<file path="config.mk">
export PLATFORM = sky130hd
export DESIGN_NAME = rv32i_instruction_encoder
export DESIGN_NICKNAME = d
export VERILOG_FILES = /design/src/rv32ie_pkg.sv /design/src/rv32i_instruction_encoder.sv
export SDC_FILE = /design/constraint.sdc
export NUM_CORES = 1
export LEC_CHECK = 0
export ABC_AREA = 1
export BUFFER_PORTS_ARGS = -buffer_cell sky130_fd_sc_hd__buf_4
export CORE_ASPECT_RATIO = 1.1
export CORE_UTILIZATION = 48
export CTS_CLUSTER_DIAMETER = 30
export DETAILED_ROUTE_END_ITERATION = 10
export HOLD_SLACK_MARGIN = 0.08
export PLACE_DENSITY_LB_ADDON = 0.2
export SLEW_MARGIN = 20
export SYNTH_ARGS = -nofsm -noshare
export SYNTH_HDL_FRONTEND = slang
export SYNTH_SLANG_ARGS = --single-unit
</file>
<file path="constraint.sdc">
create_clock -name clock -period 2.4 [get_ports clock]
set_clock_uncertainty 0.2 [all_clocks]
set_input_delay 0.24 -clock clock [delete_from_list [all_inputs] [get_ports clock]]
set_output_delay 0.24 -clock clock [all_outputs]
set_load 0.02 [all_outputs]
</file>
<file path="src/rv32ie_pkg.sv">
// Types, constants and lookup tables of the RV32I instruction encoder.
package rv32ie_pkg;

   typedef logic [5:0]  cmd_type;
   typedef logic [4:0]  reg_type;
   typedef logic [31:0] word_type;
   typedef logic [2:0]  lay_type;

   localparam cmd_type OP_LUI     = 6'd0;
   localparam cmd_type OP_AUIPC   = 6'd1;
   localparam cmd_type OP_JAL     = 6'd2;
   localparam cmd_type OP_JALR    = 6'd3;
   localparam cmd_type OP_BEQ     = 6'd4;
   localparam cmd_type OP_BNE     = 6'd5;
   localparam cmd_type OP_BLT     = 6'd6;
   localparam cmd_type OP_BGE     = 6'd7;
   localparam cmd_type OP_BLTU    = 6'd8;
   localparam cmd_type OP_BGEU    = 6'd9;
   localparam cmd_type OP_LB      = 6'd10;
   localparam cmd_type OP_LH      = 6'd11;
   localparam cmd_type OP_LW      = 6'd12;
   localparam cmd_type OP_LBU     = 6'd13;
   localparam cmd_type OP_LHU     = 6'd14;
   localparam cmd_type OP_SB      = 6'd15;
   localparam cmd_type OP_SH      = 6'd16;
   localparam cmd_type OP_SW      = 6'd17;
   localparam cmd_type OP_ADDI    = 6'd18;
   localparam cmd_type OP_SLTI    = 6'd19;
   localparam cmd_type OP_SLTIU   = 6'd20;
   localparam cmd_type OP_XORI    = 6'd21;
   localparam cmd_type OP_ORI     = 6'd22;
   localparam cmd_type OP_ANDI    = 6'd23;
   localparam cmd_type OP_SLLI    = 6'd24;
   localparam cmd_type OP_SRLI    = 6'd25;
   localparam cmd_type OP_SRAI    = 6'd26;
   localparam cmd_type OP_ADD     = 6'd27;
   localparam cmd_type OP_SUB     = 6'd28;
   localparam cmd_type OP_SLL     = 6'd29;
   localparam cmd_type OP_SLT     = 6'd30;
   localparam cmd_type OP_SLTU    = 6'd31;
   localparam cmd_type OP_XOR     = 6'd32;
   localparam cmd_type OP_SRL     = 6'd33;
   localparam cmd_type OP_SRA     = 6'd34;
   localparam cmd_type OP_OR      = 6'd35;
   localparam cmd_type OP_AND     = 6'd36;
   localparam cmd_type OP_FENCE   = 6'd37;
   localparam cmd_type OP_FENCE_I = 6'd38;
   localparam cmd_type OP_ECALL   = 6'd39;
   localparam cmd_type OP_EBREAK  = 6'd40;

   localparam cmd_type MNEM_COUNT = 6'd41;

   localparam lay_type LAY_U = 3'd0;
   localparam lay_type LAY_J = 3'd1;
   localparam lay_type LAY_B = 3'd2;
   localparam lay_type LAY_I = 3'd3;
   localparam lay_type LAY_S = 3'd4;
   localparam lay_type LAY_R = 3'd5;
   localparam lay_type LAY_N = 3'd6;

   function automatic word_type base_word(input cmd_type cmd);
      word_type w;
      case (cmd)
         OP_LUI:     w = 32'h0000_0037;
         OP_AUIPC:   w = 32'h0000_0017;
         OP_JAL:     w = 32'h0000_006f;
         OP_JALR:    w = 32'h0000_0067;
         OP_BEQ:     w = 32'h0000_0063;
         OP_BNE:     w = 32'h0000_1063;
         OP_BLT:     w = 32'h0000_4063;
         OP_BGE:     w = 32'h0000_5063;
         OP_BLTU:    w = 32'h0000_6063;
         OP_BGEU:    w = 32'h0000_7063;
         OP_LB:      w = 32'h0000_0003;
         OP_LH:      w = 32'h0000_1003;
         OP_LW:      w = 32'h0000_2003;
         OP_LBU:     w = 32'h0000_4003;
         OP_LHU:     w = 32'h0000_5003;
         OP_SB:      w = 32'h0000_0023;
         OP_SH:      w = 32'h0000_1023;
         OP_SW:      w = 32'h0000_2023;
         OP_ADDI:    w = 32'h0000_0013;
         OP_SLTI:    w = 32'h0000_2013;
         OP_SLTIU:   w = 32'h0000_3013;
         OP_XORI:    w = 32'h0000_4013;
         OP_ORI:     w = 32'h0000_6013;
         OP_ANDI:    w = 32'h0000_7013;
         OP_SLLI:    w = 32'h0000_1013;
         OP_SRLI:    w = 32'h0000_5013;
         OP_SRAI:    w = 32'h4000_5013;
         OP_ADD:     w = 32'h0000_0033;
         OP_SUB:     w = 32'h4000_0033;
         OP_SLL:     w = 32'h0000_1033;
         OP_SLT:     w = 32'h0000_2033;
         OP_SLTU:    w = 32'h0000_3033;
         OP_XOR:     w = 32'h0000_4033;
         OP_SRL:     w = 32'h0000_5033;
         OP_SRA:     w = 32'h4000_5033;
         OP_OR:      w = 32'h0000_6033;
         OP_AND:     w = 32'h0000_7033;
         OP_FENCE:   w = 32'h0000_000f;
         OP_FENCE_I: w = 32'h0000_100f;
         OP_ECALL:   w = 32'h0000_0073;
         OP_EBREAK:  w = 32'h0010_0073;
         default: w = '0;
      endcase
      return w;
   endfunction

   function automatic lay_type layout_of(input cmd_type cmd);
      lay_type l;
      case (cmd)
         OP_LUI, OP_AUIPC: l = LAY_U;
         OP_JAL: l = LAY_J;
         OP_BEQ, OP_BNE, OP_BLT, OP_BGE, OP_BLTU, OP_BGEU: l = LAY_B;
         OP_JALR, OP_LB, OP_LH, OP_LW, OP_LBU, OP_LHU, OP_ADDI, OP_SLTI, OP_SLTIU,
         OP_XORI, OP_ORI, OP_ANDI, OP_SLLI, OP_SRLI, OP_SRAI: l = LAY_I;
         OP_SB, OP_SH, OP_SW: l = LAY_S;
         OP_ADD, OP_SUB, OP_SLL, OP_SLT, OP_SLTU, OP_XOR, OP_SRL, OP_SRA, OP_OR,
         OP_AND: l = LAY_R;
         default: l = LAY_N;
      endcase
      return l;
   endfunction

endpackage

</file>
<file path="src/rv32i_instruction_encoder.sv">
// RV32I instruction encoder: input register, packing logic, result register.
// A request taken at an edge passes through the input register and the result register;
// each result is marked for one cycle by rsp_strobe.
// Throughput: one request per cycle; busy is high only during reset.
// Reset clears the request and result strobes; payload registers hold no reset.
// The receiver cannot stall, so no result is ever held back.
module rv32i_instruction_encoder (
   input  logic                   clock,
   input  logic                   reset,
   input  logic                   start,
   output logic                   busy,
   input  rv32ie_pkg::cmd_type    req_cmd,
   input  rv32ie_pkg::reg_type    req_rd,
   input  rv32ie_pkg::reg_type    req_rs1,
   input  rv32ie_pkg::reg_type    req_rs2,
   input  rv32ie_pkg::word_type   req_imm,
   output logic                   rsp_strobe,
   output rv32ie_pkg::word_type   rsp_word,
   output logic                   rsp_invalid
);

   logic                 req_valid_ff;
   rv32ie_pkg::cmd_type  cmd_ff;
   rv32ie_pkg::reg_type  rd_ff;
   rv32ie_pkg::reg_type  rs1_ff;
   rv32ie_pkg::reg_type  rs2_ff;
   rv32ie_pkg::word_type imm_ff;

   logic                 rsp_valid_ff;
   rv32ie_pkg::word_type word_ff;
   logic                 invalid_ff;

   rv32ie_pkg::word_type word_in;
   logic                 invalid_in;
   rv32ie_pkg::word_type rd_field;
   rv32ie_pkg::word_type rs1_field;
   rv32ie_pkg::word_type rs2_field;
   rv32ie_pkg::lay_type  lay;

   assign busy = reset;

   always_ff @(posedge clock) begin
      if (reset) begin
         req_valid_ff <= 1'b0;
      end else begin
         req_valid_ff <= start & ~busy;
      end
      if (start & ~busy) begin
         cmd_ff <= req_cmd;
         rd_ff  <= req_rd;
         rs1_ff <= req_rs1;
         rs2_ff <= req_rs2;
         imm_ff <= req_imm;
      end
   end

   assign rd_field  = {20'd0, rd_ff, 7'd0};
   assign rs1_field = {12'd0, rs1_ff, 15'd0};
   assign rs2_field = {7'd0, rs2_ff, 20'd0};
   assign lay       = rv32ie_pkg::layout_of(cmd_ff);

   always_comb begin
      invalid_in = (cmd_ff >= rv32ie_pkg::MNEM_COUNT);
      word_in    = rv32ie_pkg::base_word(cmd_ff);
      case (lay)
         rv32ie_pkg::LAY_U: begin
            word_in = word_in | {imm_ff[19:0], 12'd0} | rd_field;
         end
         rv32ie_pkg::LAY_J: begin
            word_in = word_in | {imm_ff[20], imm_ff[10:1], imm_ff[11], imm_ff[19:12],
                                 12'd0} | rd_field;
         end
         rv32ie_pkg::LAY_B: begin
            word_in = word_in | {imm_ff[12], imm_ff[10:5], 13'd0, imm_ff[4:1],
                                 imm_ff[11], 7'd0} | rs2_field | rs1_field;
         end
         rv32ie_pkg::LAY_I: begin
            word_in = word_in | {imm_ff[11:0], 20'd0} | rs1_field | rd_field;
         end
         rv32ie_pkg::LAY_S: begin
            word_in = word_in | {imm_ff[11:5], 13'd0, imm_ff[4:0], 7'd0}
                      | rs2_field | rs1_field;
         end
         rv32ie_pkg::LAY_R: begin
            word_in = word_in | rs2_field | rs1_field | rd_field;
         end
         default: begin
            word_in = word_in;
         end
      endcase
   end

   always_ff @(posedge clock) begin
      if (reset) begin
         rsp_valid_ff <= 1'b0;
      end else begin
         rsp_valid_ff <= req_valid_ff;
      end
      if (req_valid_ff) begin
         word_ff    <= word_in;
         invalid_ff <= invalid_in;
      end
   end

   assign rsp_strobe  = rsp_valid_ff;
   assign rsp_word    = word_ff;
   assign rsp_invalid = invalid_ff;

endmodule

</file>
==> results.cfg, run 1 <==
[synth]
synth_compound_area_share_pct = 7.94
synth_nets = 396
yosysTopAreaCell = edfxtp_1
synthAdderAreaFrac_pct = 2.31
ys_seq_area_share_pct = 66.9
muxShareOfSynthArea_pct = 0
netlist_top_cells_area = edfxtp_1 (58%), nand2_1 (8.8%), dfxtp_1 (8.4%), nand3_1 (4.0%), inv_1 (3.3%)
syn_avg_cell_area_um2 = 11.4
ys_ff_latch = 90
yosys.area_share.xor_xnor_pct = 0
synthSimpleGateAreaFrac_pct = 18.1
synthCells = 333
synth_warnings = 0
yosysTopAreaCellShare_pct = 58.5
synth_area_mm2 = 0.00380
synth_top_family_by_area = simple AND/OR/NAND/NOR gates
ys_types = 32

[cts]
cts.reportedPaths.clkPinSlew_ns = 0.08
cts_inserted_buffers = 9
cts_tree = yes
cts_buffer_depth = 2
worstSkewPairLatency_ns = 0.35
cts_max_level = 3
cts-root-buf = clkbuf_8
clock-sinks = 90

[placed_design]
dp_hpwl_um = 5700
place_ws_ns = 0.349
numPortBuffers = 79
finalWeightedCongestion = 0.885
dp.cells = 517

[timing]
slew_viol_final = 0
slew_headroom_pct = 65.8
rsz0062_at_grt = false
hold_violations = 0
post-route-period-util_pct = 94.2
setup-tns-final_ns = 0
setup_viol = 0
holdWs_ns = 0.208
fmax_mhz = 442
worst_slack_ns = 0.139
worst_slew_pin_slew_ns = 0.513
timing.final.crit_period_ns = 2.26

[finish]
area_growth_syn_to_layout_pct = 35.2
n_antenna_cell = 0
final_cell_mix = nand2_1 (89), buf_4 (84), edfxtp_1 (74)
layoutNonFillerInstCount = 577
nNetsFinal = 530
final_common_cell = nand2_1
layout-drive-gt1-share_pct = 24.6
fin_util_pct = 68.0

[drt]
vias = 2874
vias_per_cell = 4.98
drtIter0Drc = 146
dr.pass1.iters = 4
ant_nets = 0
routedWlPerCell_um = 14.6
drc = 0
routed_wl_um = 8450

[global_routing]
grt_max_degree = 33
grt_pass1_vias = 2884
grt_overflow = 0
grt_usage_pct = 22.4
antenna_found_initial = 0
grt_first_pass_wirelength_um = 13500

[worst_hold_path]
hold_class = register to register
min-delay-start = word_in[5]$_DFF_P_

[critical_path]
crit_path_max_fanout = 9
cp-start-kind = primary input
r2r_start = lay[2]$_SDFF_PP1_
cp.required_ns = 2.43
r2r_setup_slack_ns = 0.42
cp.arrival_ns = 2.29
worst-path-buf-inv = 5
slowest_stage = dlygate4sd3_1
cp-startpoint = reset
crit_family = buffers and inverters
end_kind = register
path_cells = dlygate4sd3_1, buf_4, inv_2, nand2_4, nand2_1, nand2_2, inv_1, ha_1, inv_1, nand2_1, nand2_1, nand3_1, nand2_1, nand2_1, nand2_1
max_stage_delay_ns = 0.53
cp_common_cell = nand2_1
critPathKind = primary input to register

[floorplan]
start_util_pct = 50.3
die_x_um = 86.8
core_area_mm2 = 0.00756
dieArea_mm2 = 0.00827
die_y_um = 95.3
row_count = 33
io_pins = 91

[power_and_ir_drop]
peakVddDrop_mv = 0.287
p_leak_nw = 2.20
power.density_mw_per_mm2 = 670

[job]
cap_violations = 0

[status]
outcome = finished clean
-- report_power, final --
group | internal (mW) | switching [mW]
combinational | 0.271 | 0.379
sequential | 1.84 | 0.0463
clock | 0.405 | 0.497
total | 2.52 | 0.922
-- stage by stage --
stage | total power [mW] | area, um^2
2_1_floorplan | 2.28 | 3800
3_3_place_gp | 2.50 | 4520
3_5_place_dp | 2.51 | 4520
4_1_cts | 3.46 | 5140
5_1_grt | 3.61 | 5140
6_report | 3.44 | 5140
-- layer usage --
layer / GRT usage (%) / vias to the layer above / part of all wire (%)
met4: 12.1 / 0 / 1.9
met3: 5.11 / 14 / 4.2
met2: 40.1 / 98 / 54
li1: - / 1420 / -
met1: 24.7 / 1342 / 40
met5: 0 / - / 0
-- worst register-to-register path, cell delays in order (launching register included) --
cell and delay [ns]:
dfxtp_1 0.39, nor2_1 0.07, nand2_1 0.22, clkinv_1 0.31, nor2_1 0.36, o21ai_0 0.16
-- worst paths after layout --
| kind | cells after the start | end |
|---|---|---|
| setup reg to reg | 5 | rsp_word[26]$_SDFFCE_PP0P_ |
| hold / removal | 0 | rsp_word[5]$_DFFE_PP_ |
| setup / recovery | 15 | lay[1]$_DFF_P_ |
| hold reg to reg | 0 | rsp_word[5]$_DFFE_PP_ |
-- area by class of cell --
type	instances	area (um^2)
tap	105	131
timing repair buffer	128	1070
fill	585	2420
inverter	38	143
clock buffer	12	145
multi-input combinational	200	1080
sequential	90	2540
clock inverter	4	28.8
-- synth_stat cells --
cell / n
nand2_1: 89
edfxtp_1: 74
inv_1: 33
nand3_1: 30
dfxtp_1: 16
o21ai_0: 15
nor2_1: 11
ha_1: 7
o211ai_1: 6
nand2_4: 4
nand3b_1: 4
o22ai_1: 4
a21oi_1: 3
a221o_1: 3
buf_4: 3
inv_2: 3
nand2_2: 3
nor2_4: 3
o21ai_1: 3
o221ai_1: 3
a32o_1: 2
clkinv_1: 2
nand4_1: 2
o21ai_2: 2
buf_6: 1
clkbuf_1: 1
nand3_2: 1
nor3_1: 1
o2111ai_1: 1
o21ai_4: 1
o31ai_1: 1
or2_2: 1
-- cells by family (layout without fill, tap and decap cells) --
kind of cell             after synthesis  after routing
flip-flops                            90             90
buffers and inverters                 43            182
AND/OR/NAND/NOR                      149            149
AO/OA/AOI/OAI                         44             44
adder cells (fa/ha/maj)                7              7
-- sequential cells by signal, summed over array words and instances, names as in the netlist, named ones only --
register and count:
lay 3, rs1_ff 5, req_valid_ff 1, rd_ff 5, rsp_word 31, word_in 6
rsp_strobe 1, rs2_ff 5, imm_ff 21, cmd_ff 6, rsp_invalid 1
-- timing repair --
item                      CTS  global route
setup buffers               0             0
hold endpoints to repair   46             0
gates resized for setup     0             0
hold buffers               44             0
(Power assumes the default switching activity.)
==> inputs of run 2 (changes only) <==
--- a/config.mk
+++ b/config.mk
@@ -5,10 +5,9 @@
 export SDC_FILE = /design/constraint.sdc
 export NUM_CORES = 1
 export LEC_CHECK = 0
-export ABC_AREA = 1
 export BUFFER_PORTS_ARGS = -buffer_cell sky130_fd_sc_hd__buf_4
 export CORE_ASPECT_RATIO = 1.1
-export CORE_UTILIZATION = 48
+export CORE_UTILIZATION = 49
 export CTS_CLUSTER_DIAMETER = 30
 export DETAILED_ROUTE_END_ITERATION = 10
 export HOLD_SLACK_MARGIN = 0.08
==> run 2 against run 1 <==
Via count grew 8.8%. Area after synthesis grew 9.4%. Clock power grew 12%. Routed wire length grew 12%. Maximum frequency grew 1.4%. Total power grew 6.5%.
==> results.cfg, run 2 <==
[timing]
post-route-period-util_pct = 92.9
worst_slew_pin_slew_ns = 0.779
slew_viol_final = 0
setup_viol = 0
fmax_mhz = 449
timing.final.crit_period_ns = 2.23
rsz0062_at_grt = false
worst_slack_ns = 0.171
slew_headroom_pct = 46.6
hold_violations = 0
setup-tns-final_ns = 0

[synth]
syn_avg_cell_area_um2 = 12.6
synth_common_cells = edfxtp_1 (74), nand2_1 (21), mux2i_1 (20)
synth_warnings = 0
synth_edf_count = 74
ys_ff_latch = 90
synthCells = 331
synth_area_mm2 = 0.00416
yosysMostFrequentCell = edfxtp_1
synth_nets = 394
netlist_top_cells_area = edfxtp_1 (53%), dfxtp_1 (7.7%), mux2i_1 (4.8%), a21oi_1 (2.3%), o21ai_0 (2.3%)
ys_seq_area_share_pct = 61.2
yosysTopAreaCell = edfxtp_1
ys_types = 57
synth_ff_type = edfxtp_1
ys_async_sr_fraction_pct = 0
yosysTopAreaCellShare_pct = 53.5

[critical_path]
crit_path_max_fanout = 8
cp.required_ns = 2.43
end_kind = register
critPathKind = primary input to register
cp.arrival_ns = 2.26
cp-startpoint = req_cmd[4]
r2r_start = cmd_ff[0]$_DFFE_PN_
cp-start-kind = primary input

[power_and_ir_drop]
power.density_mw_per_mm2 = 660
p_leak_nw = 2.20
peakVddDrop_mv = 0.284

[finish]
largest_register_ffs = 31
n_antenna_cell = 0
nNetsFinal = 525
final_cell_mix = buf_4 (98), edfxtp_1 (74), dlygate4sd3_1 (43)
area_growth_syn_to_layout_pct = 33.6
final_common_cell = buf_4
layout-drive-gt1-share_pct = 28.1

[global_routing]
grt_usage_pct = 22.4
grt_max_degree = 43
grt_overflow = 0
antenna_found_initial = 0
grt_pass1_vias = 3055
grt_first_pass_wirelength_um = 15200

[drt]
vias_per_cell = 5.44
wl_met3_um = 427
routed_wl_um = 9500
drtIter0Drc = 100
top_layer = met4
routedWlPerCell_um = 16.5
met1_length_um = 3900
dr.pass1.iters = 4
vias = 3128
ant_nets = 0
drc = 0
dr_wl_met2_um = 4960

[cts]
cts_buffer_depth = 2
clock-sinks = 90
cts_setup_buffers = 0
cts.reportedPaths.clkPinSlew_ns = 0.08
worstSkewPairLatency_ns = 0.35
hold_buffers = 43
cts-root-buf = clkbuf_8
cts_tree = yes
cts-resized-gates = 0
cts_inserted_buffers = 9
cts_max_level = 3

[floorplan]
die_y_um = 98.6
row_count = 34
start_util_pct = 51.4
core_area_mm2 = 0.00808
io_pins = 91
dieArea_mm2 = 0.00886
die_x_um = 89.8

[worst_hold_path]
min-delay-start = start
hold_class = primary input to register

[status]
outcome = finished clean

[placed_design]
finalWeightedCongestion = 0.927
numPortBuffers = 79
place_ws_ns = 0.103
dp_hpwl_um = 6260

[job]
cap_violations = 0
## run 2: cell types whose count changed in the layout (fill, tap and decap cells not counted), sizes merged, moves of 6 or more
| cell | previous run | this run |
|---|---|---|
| nand2 | 96 | 21 |
| inv | 36 | 13 |
| mux2i | 0 | 22 |
| nand3 | 31 | 12 |
| a21oi | 3 | 20 |
| buf | 84 | 98 |
| o21bai | 0 | 9 |
| a22oi | 0 | 8 |
| o22ai | 4 | 11 |
| a31oi | 0 | 6 |
## run 2: critical path: stages
cell,delay (ns)
dlygate4sd3_1,0.52
buf_4,0.15
and4bb_2,0.24
a31oi_1,0.35
nand2b_1,0.20
a211oi_1,0.07
or4_1,0.49
## run 2: final cells by class
cell class,count,area [um^2]
clock buffers,10,128
clock inverters,6,66.3
well taps,108,135
fillers,616,2530
multi-input cells,208,1470
inverters,12,47.5
repair buffers,141,1170
flip-flops and latches,90,2540
## run 2: kinds of logic after synthesis
kind of cell / synth area share (%)
AO/OA/AOI/OAI: 14.4
adder cells (fa/ha/maj): 2.11
multiplexers: 7.86
buffers and inverters: 3.88
flip-flops: 61.2
XOR/XNOR: 1.26
AND/OR/NAND/NOR: 9.27
## run 2: metal layers
layer	vias to the layer above	GRT usage, %
li1	1519	-
met1	1476	27.1
met2	116	39.6
met3	17	3.32
met4	0	9.96
met5	-	0
## run 2: power breakdown
| part | switching, mW | internal, mW | leakage, nW |
|---|---|---|---|
| registers | 0.0661 | 1.84 | 0.840 |
| logic | 0.395 | 0.355 | 1.27 |
| clock network | 0.529 | 0.484 | 0.0905 |
| total | 0.989 | 2.68 | 2.20 |
## run 2: final timing paths
check | end | slack (ns) | cells after the start
setup / recovery | register | 0.17 | 7
hold / removal | req_valid_ff$_SDFF_PP0_ | 0.21 | 4
setup reg to reg | register | 0.29 | 6
hold reg to reg | rsp_word[1]$_DFFE_PP_ | 0.21 | 0
## run 2: stage by stage
step / total power, mW / cell area, um^2 / hold WS, ns / util, % / cells
4_1_cts: 3.68 / 5550 / 0.194 / 68.7 / 575
3_5_place_dp: 2.62 / 4930 / 0.189 / 60.9 / 516
5_1_grt: 3.83 / 5550 / 0.221 / 68.7 / 575
2_1_floorplan: 2.37 / 4180 / 0.139 / - / 331
3_3_place_gp: 2.61 / 4930 / 0.190 / 60.9 / 516
6_report: 3.66 / 5550 / 0.208 / 68.7 / 575
==> inputs of run 3 (changes only) <==
--- a/config.mk
+++ b/config.mk
@@ -8,6 +8,7 @@
 export BUFFER_PORTS_ARGS = -buffer_cell sky130_fd_sc_hd__buf_4
 export CORE_ASPECT_RATIO = 1.1
 export CORE_UTILIZATION = 49
+export CTS_BUF_LIST = sky130_fd_sc_hd__clkbuf_8 sky130_fd_sc_hd__clkbuf_16
 export CTS_CLUSTER_DIAMETER = 30
 export DETAILED_ROUTE_END_ITERATION = 10
 export HOLD_SLACK_MARGIN = 0.08
==> run 3 against run 2 <==
Via count down 0.45%. Die area stayed put. Worst hold slack lost 0.0049 ns. Critical path depth did not move.
==> results.cfg, run 3 (synthesis gave the netlist of run 2 again) <==
[finish]
largest_register_ffs = 31
fin_util_pct = 68.7
n_antenna_cell = 0
seq_area_mm2 = 0.00254
layoutNonFillerInstCount = 575
fin_area_mm2 = 0.00555
area_growth_syn_to_layout_pct = 33.6
final_common_cell = buf_4
fillerInstances = 616
layout-drive-gt1-share_pct = 28.1
nNetsFinal = 525
multi_input_area_mm2 = 0.00147
final_cell_mix = buf_4 (98), edfxtp_1 (74), dlygate4sd3_1 (43)

[global_routing]
grt_overflow = 0
use_met2_pct = 39.6
grt_usage_pct = 22.4
grt_busiest_layer = met2
use_met3_pct = 3.32
grt_max_degree = 43
use_met1_pct = 27.1
grt_pass1_vias = 3055
antenna_found_initial = 0
grt_first_pass_wirelength_um = 15200

[timing]
rsz0062_at_grt = false
hold_violations = 0
slew_headroom_pct = 46.6
worst_slew_pin_slew_ns = 0.779
fmax_mhz = 448
timing.final.crit_period_ns = 2.23
setup-tns-final_ns = 0
worst_slack_ns = 0.166
holdWs_ns = 0.203
post-route-period-util_pct = 93.1
setup_viol = 0
slew_viol_final = 0

[critical_path]
cp-start-kind = primary input
r2r_setup_slack_ns = 0.30
cp.arrival_ns = 2.26
crit_path_max_fanout = 8
end_kind = register
cp.required_ns = 2.43
critPathKind = primary input to register

[cts]
worstSkewPairLatency_ns = 0.35
cts.reportedPaths.clkPinSlew_ns = 0.08
cts-resized-gates = 0
cts_buffer_depth = 2
cts_max_level = 3
cts_setup_buffers = 0
cts_inserted_buffers = 9
cts_tree = yes
cts-root-buf = clkbuf_8
hold_buffers = 43
clock-sinks = 90

[power_and_ir_drop]
power.density_mw_per_mm2 = 659
total_power_mw = 3.66
peakVddDrop_mv = 0.284
p_leak_nw = 2.20

[floorplan]
die_x_um = 89.8
io_pins = 91
dieArea_mm2 = 0.00886
die_y_um = 98.6
core_area_mm2 = 0.00808
row_count = 34
start_util_pct = 51.4

[drt]
routedWlPerCell_um = 16.5
drc = 0
ant_nets = 0
dr.pass1.iters = 4
routed_wl_um = 9520
vias_per_cell = 5.42
vias = 3114
drtIter0Drc = 95

[job]
cap_violations = 0

[placed_design]
finalWeightedCongestion = 0.927
placed_area_mm2 = 0.00493
dp_hpwl_um = 6260
numPortBuffers = 79
place_ws_ns = 0.103
dp.cells = 516

[worst_hold_path]
hold_class = primary input to register

[status]
outcome = finished clean
[run 3: final cells by class]
| type | instances | area share, % |
|---|---|---|
| flip-flops and latches | 90 | 45.8 |
| multi-input cells | 208 | 26.4 |
| repair buffers | 141 | 21.0 |
| well taps | 108 | 2.43 |
| clock buffers | 9 | 2.23 |
| clock inverters | 7 | 1.26 |
| inverters | 12 | 0.856 |
[run 3: path summary, 6_finish.rpt]
path,start,endpoint,cells past startpoint
setup / recovery,req_cmd[4],register,7
hold / removal,start,req_valid_ff$_SDFF_PP0_,4
setup reg to reg,cmd_ff[0]$_DFFE_PN_,register,6
hold reg to reg,word_in[1]$_SDFF_PN1_,rsp_word[1]$_DFFE_PP_,0
[run 3: report_power, final]
part           internal [mW]  total [mW]  switching (mW)  leakage [nW]
logic                  0.355       0.750           0.395          1.27
clock network          0.479        1.01           0.530        0.0947
registers               1.84        1.90          0.0659         0.840
[run 3: worst max-delay path, stage by stage]
cell           delay (ns)
dlygate4sd3_1        0.52
buf_4                0.15
and4bb_2             0.24
a31oi_1              0.35
nand2b_1             0.20
a211oi_1             0.07
or4_1                0.49
[run 3: per-layer routing]
metal	wire length, um	vias up
met3	447	17
met4	223	0
met1	3880	1464
met5	0	-
met2	4970	117
li1	-	1516
